## src/qfo_pkg.sv

```systemverilog
`default_nettype none
package qfo_pkg;

    localparam int KEY_W   = 64;
    localparam int DIG_W   = 7;
    localparam int MS_W    = 10;
    localparam int FMT_W   = 2;
    localparam int VOL_W   = 40;
    localparam int PRICE_W = 48;
    localparam int STORE_W = PRICE_W + 1;
    localparam int TIME_W  = 29;
    localparam int SOD_W   = 19;
    localparam int STAT_W  = 2;

    localparam logic [11:0] SECS_PER_HOUR = 12'd3600;
    localparam logic [5:0]  SECS_PER_MIN  = 6'd60;
    localparam logic [9:0]  MS_PER_SEC    = 10'd1000;

    localparam logic [FMT_W-1:0] FMT_SHORT = 2'd0;
    localparam logic [FMT_W-1:0] FMT_LONG  = 2'd1;

    localparam logic [STAT_W-1:0] STATUS_OK    = 2'd0;
    localparam logic [STAT_W-1:0] STATUS_STALE = 2'd1;
    localparam logic [STAT_W-1:0] STATUS_FULL  = 2'd2;

    // request travelling down the cell row
    typedef struct packed {
        logic [KEY_W-1:0]   key;
        logic [TIME_W-1:0]  time_ms;
        logic [VOL_W-1:0]   volume;
        logic [PRICE_W-1:0] price;
        logic               present;
        logic               done;
        logic [STAT_W-1:0]  status;
        logic [STORE_W-1:0] open_p;
        logic [STORE_W-1:0] high_p;
        logic [STORE_W-1:0] low_p;
    } req_t;

endpackage
`default_nettype wire

```

## src/qfo_cell.sv

```systemverilog
`default_nettype none
module qfo_cell (
    input  wire logic         aclk,
    input  wire logic         aresetn,
    input  wire logic         in_valid,
    input  wire qfo_pkg::req_t in_req,
    output logic              out_valid,
    output qfo_pkg::req_t     out_req
);
    import qfo_pkg::*;

    logic               used_reg, used_next;
    logic [KEY_W-1:0]   key_reg, key_next;
    logic [TIME_W-1:0]  time_reg, time_next;
    logic [VOL_W-1:0]   vol_reg, vol_next;
    logic [STORE_W-1:0] open_reg, open_next;
    logic [STORE_W-1:0] high_reg, high_next;
    logic [STORE_W-1:0] low_reg, low_next;
    logic               valid_reg;
    req_t               req_reg, req_next;
    logic               price_pos;
    logic [STORE_W-1:0] new_p;

    assign price_pos = !in_req.price[PRICE_W-1] && (in_req.price != '0);
    assign new_p     = {in_req.present, in_req.price};

    always_comb begin
        used_next = used_reg;
        key_next  = key_reg;
        time_next = time_reg;
        vol_next  = vol_reg;
        open_next = open_reg;
        high_next = high_reg;
        low_next  = low_reg;
        req_next  = in_req;
        if (in_valid && !in_req.done) begin
            if (used_reg && (key_reg == in_req.key)) begin
                req_next.done = 1'b1;
                if ((in_req.time_ms < time_reg) || (in_req.volume < vol_reg)) begin
                    time_next = in_req.time_ms;
                    vol_next  = in_req.volume;
                    req_next.status = STATUS_STALE;
                end else begin
                    req_next.status = STATUS_OK;
                    if (in_req.present) begin
                        if (!open_reg[PRICE_W] && price_pos) begin
                            open_next = new_p;
                        end
                        if (high_reg[PRICE_W] &&
                            ($signed(in_req.price) > $signed(high_reg[PRICE_W-1:0]))) begin
                            high_next = new_p;
                        end
                        if (low_reg[PRICE_W] &&
                            ($signed(in_req.price) < $signed(low_reg[PRICE_W-1:0]))) begin
                            low_next = new_p;
                        end
                    end
                end
                req_next.open_p = open_next;
                req_next.high_p = high_next;
                req_next.low_p  = low_next;
            end else if (!used_reg) begin
                used_next = 1'b1;
                key_next  = in_req.key;
                time_next = in_req.time_ms;
                vol_next  = in_req.volume;
                open_next = new_p;
                high_next = new_p;
                low_next  = new_p;
                req_next.done   = 1'b1;
                req_next.status = STATUS_OK;
                req_next.open_p = new_p;
                req_next.high_p = new_p;
                req_next.low_p  = new_p;
            end
        end
    end

    always_ff @(posedge aclk) begin
        if (!aresetn) begin
            used_reg  <= 1'b0;
            valid_reg <= 1'b0;
        end else begin
            used_reg  <= used_next;
            valid_reg <= in_valid;
        end
        key_reg  <= key_next;
        time_reg <= time_next;
        vol_reg  <= vol_next;
        open_reg <= open_next;
        high_reg <= high_next;
        low_reg  <= low_next;
        req_reg  <= req_next;
    end

    assign out_valid = valid_reg;
    assign out_req   = req_reg;

endmodule
`default_nettype wire
```

## config.mk

```make
export PLATFORM = sky130hd
export DESIGN_NAME = qfo_cell
export DESIGN_NICKNAME = d
export VERILOG_FILES = /design/src/qfo_pkg.sv /design/src/qfo_cell.sv
export SDC_FILE = /design/constraint.sdc
export NUM_CORES = 1
export LEC_CHECK = 0
export BUFFER_PORTS_ARGS = -buffer_cell sky130_fd_sc_hd__buf_2
export CORE_ASPECT_RATIO = 1.25
export CORE_MARGIN = 3
export CORE_UTILIZATION = 30
export CTS_BUF_LIST = sky130_fd_sc_hd__clkbuf_4
export DETAILED_ROUTE_END_ITERATION = 12
export PLACE_DENSITY = 0.63
export SYNTH_ARGS = -nofsm -noshare
export SYNTH_HDL_FRONTEND = slang
export SYNTH_SLANG_ARGS = --single-unit
```

## constraint.sdc

```tcl
create_clock -name aclk -period 7.9 [get_ports aclk]
set_input_delay 0.395 -clock aclk [delete_from_list [all_inputs] [get_ports aclk]]
set_output_delay 0.395 -clock aclk [all_outputs]
set_load 0.02 [all_outputs]
```

==> flow_metrics.tcl <==
set metrics [dict create \
    path_cells "inv_1, ha_1, nand4_1, nor4_1, nand3_1, a31oi_1, or3_1, a2111oi_4, a21oi_4, buf_4, a221oi_1, dlygate4sd3_1" \
    synth_seq_cells 614 \
    setup_tns_ps 0 \
    post_drt_wl_per_cell_um 21.1 \
    syn-num-nets 2445 \
    numCtsBuffers 160 \
    synthesis.area_um2 24600 \
    cts_tree "done" \
    core_um2 80700 \
    crit_path_end_kind "flop" \
    drive_gt1_share_pct 31.4 \
    worst_setup_path_start_kind "flop" \
    finalCriticalPeriod_ps 5340 \
    hold_viol 0 \
    path_clk_slew_ps 70 \
    clk_latency_ps 990 \
    leakage_nw 15.8 \
    grt-ovfl-total 0 \
    yosysTopAreaCell "edfxtp_1" \
    r2r_start "high_reg[47]" \
    status "completed" \
    io_buffers 667 \
    dp_hpwl_mm 61.5 \
    maxCapViolCount 0 \
    crit_required_ps 8750 \
    num_rows 116 \
    synth_warnings 0 \
    ys_async_sr_fraction_pct 0 \
    die_h_um 326 \
    max-vdd-ir-drop_mv 0.131 \
    synth-main-ff-cell "dfxtp_1" \
    antenna_left 0 \
    total_power_mw 7.69 \
    start_util_pct 30.5 \
    arrival_ps 6190 \
    path_buf_inv 3 \
    use_met3_pct 5.26 \
    period_share_pct 67.6 \
    grt_pass1_vias 22216 \
    tightestPinTransition_ps 1160 \
    gr-usage-all-layers_pct 21.3 \
    antenna_found_initial 15 \
    place.gp.congestion 0.824 \
    htreeDepth 4 \
    syn_avg_cell_area_um2 12.6 \
    synth_cell_types 58 \
    die_w_um 262 \
    clock.fmax_mhz 187 \
    report.final.slew_viol_count 0 \
    clock_path_buffers 3 \
    cp_num_cells 12 \
    synth_top_area_share_pct 34.2 \
    drtPass1Iterations 5 \
    seq_area_frac_synth_pct 61.4 \
    cts_sinks 614 \
    die_area_um2 85500 \
    setup_viol 0 \
    synth_area_leaders "edfxtp_1 34%, dfxtp_1 27%, ha_1 8.2%, mux2i_1 3.9%, inv_1 3.4%" \
    finClkSkew_ps 75.3 \
    synthCells 1948 \
    syn_to_final_growth_pct 46.7 \
    drt_iter0_markers 1338 \
    hold_start "in_req[233]" \
    setup_ws_ps 2560 \
    crit_slowest_cell "nor4_1" \
    fin_util_pct 44.7 \
    crit_path_start "high_reg[47]" \
    grt_max_degree 142 \
    grt-busiest-layer "met2" \
    cts_resized 0 \
    drcViolationCount 0 \
    vias 20838 \
    boundaryPins 668 \
    largest_register_ffs 332 \
    vias_per_cell 4.74 \
    dp_worst_setup_slack_ps 2310 \
    wl_mm 92.6 \
    rsz0062_at_grt "no" \
    nFillCells 7290 \
    hold_depth 2 \
    relSlewSlack_pct 22.3 \
    multi_input_area_um2 8450 \
    synth_edf_count 280 \
    grt_use_met2_pct 35.1 \
    cp_max_fo 32 \
    nets 3684 \
    reg2reg_depth 12 \
    path_class "reg2reg" \
    grt_pass1_wl_mm 136 \
    grtUsageMet1_pct 25.3 \
    holdCritPathClass "in2reg" \
    p_per_area_nw_per_um2 213 \
    register_area_um2 15100 \
    path_delay_family "simple AND/OR/NAND/NOR gates" \
    cts_root_buf "clkbuf_4" \
    critPathMaxStageDelay_ps 950 \
]
==> worst paths after layout <==
check                  to  slack, ps
min          out_req[233]        170
max reg2reg   out_req[57]       2560
min reg2reg  out_req[112]        470
max           out_req[57]       2560
==> cell usage in the layout, fill, tap and decap left out, drive strengths merged, types with 50 or more instances in the layout <==
master / count
a21oi: 73
a221o: 50
nor2b: 52
buf: 682
mux2i: 96
dfxtp: 334
dlygate4sd3: 464
xor2: 50
edfxtp: 280
a221oi: 101
ha: 162
inv: 225
mux2: 50
clkbuf: 246
nor2: 165
==> cell type report <==
class	instances	share of cell area, %
antenna	12	0.0832
clock buffer	246	5.12
timing repair buffer	1146	22.5
sequential	614	41.8
multi-input combinational	1042	23.4
clock inverter	50	1.07
tap	1062	3.68
inverter	223	2.32
==> report_power, final <==
group / leakage (nW) / switching, mW / internal [mW]
Combinational: 9.03 / 0.635 / 0.461
Clock: 1.32 / 1.39 / 1.63
Sequential: 5.42 / 0.0598 / 3.51
Total: 15.8 / 2.09 / 5.60
==> layer usage <==
metal	share of wire (%)	up-vias
met5	0.029	-
met4	4.8	4
met3	6.6	241
met2	48	842
met1	41	10033
li1	-	9718
==> synthesized netlist by cell type, types with 4 or more instances <==
cell / count
xnor2_1: 8
ha_1: 162
buf_2: 32
a21o_1: 11
o21ai_0: 26
a31oi_1: 6
a211o_1: 4
a221oi_1: 81
mux2_2: 50
nor2b_1: 52
nor2_1: 165
a221oi_2: 20
a21oi_1: 73
nand3_1: 15
buf_6: 4
edfxtp_1: 280
mux2i_1: 96
a221o_1: 50
o22ai_1: 7
xor2_1: 50
nand2_1: 45
nor4_1: 29
nand4_1: 35
o21a_1: 4
inv_1: 223
buf_1: 5
clkbuf_1: 24
dfxtp_1: 334
nor3_1: 6
buf_4: 4
a211oi_1: 4
==> timing repair <==
item | CTS | global route
hold endpoints to repair | 614 | 0
setup buffers | 0 | 0
hold buffers | 464 | 0
==> cells by family after synthesis <==
group                    synth area share [%]
XOR/XNOR                                 2.07
AO/OA/AOI/OAI                            10.1
flip-flops                               61.4
multiplexers                             6.20
adder cells (fa/ha/maj)                  8.24
AND/OR/NAND/NOR                          7.18
buffers and inverters                    4.80
==> worst reg2reg max path: cells and delay by family, from the launching register on <==
| kind | cells | cell delay (ps) |
|---|---|---|
| AOI/OAI and AO/OA | 4 | 1450 |
| and+or+nand+nor | 4 | 1760 |
| adders and majority gates | 1 | 400 |
| DFF | 1 | 320 |
| buffers and inverters | 3 | 1320 |
==> through the flow <==
stage          std cells  hold WS, ps  cell area, µm²
5_1_grt             4390         49.3           36100
3_5_place_dp        3623          488           29200
4_1_cts             4383        0.674           36100
6_report            4395          168           36100
2_1_floorplan       1948          423           24600
3_3_place_gp        3623          484           29200
Note: power is estimated with default switching activity, not from simulation.
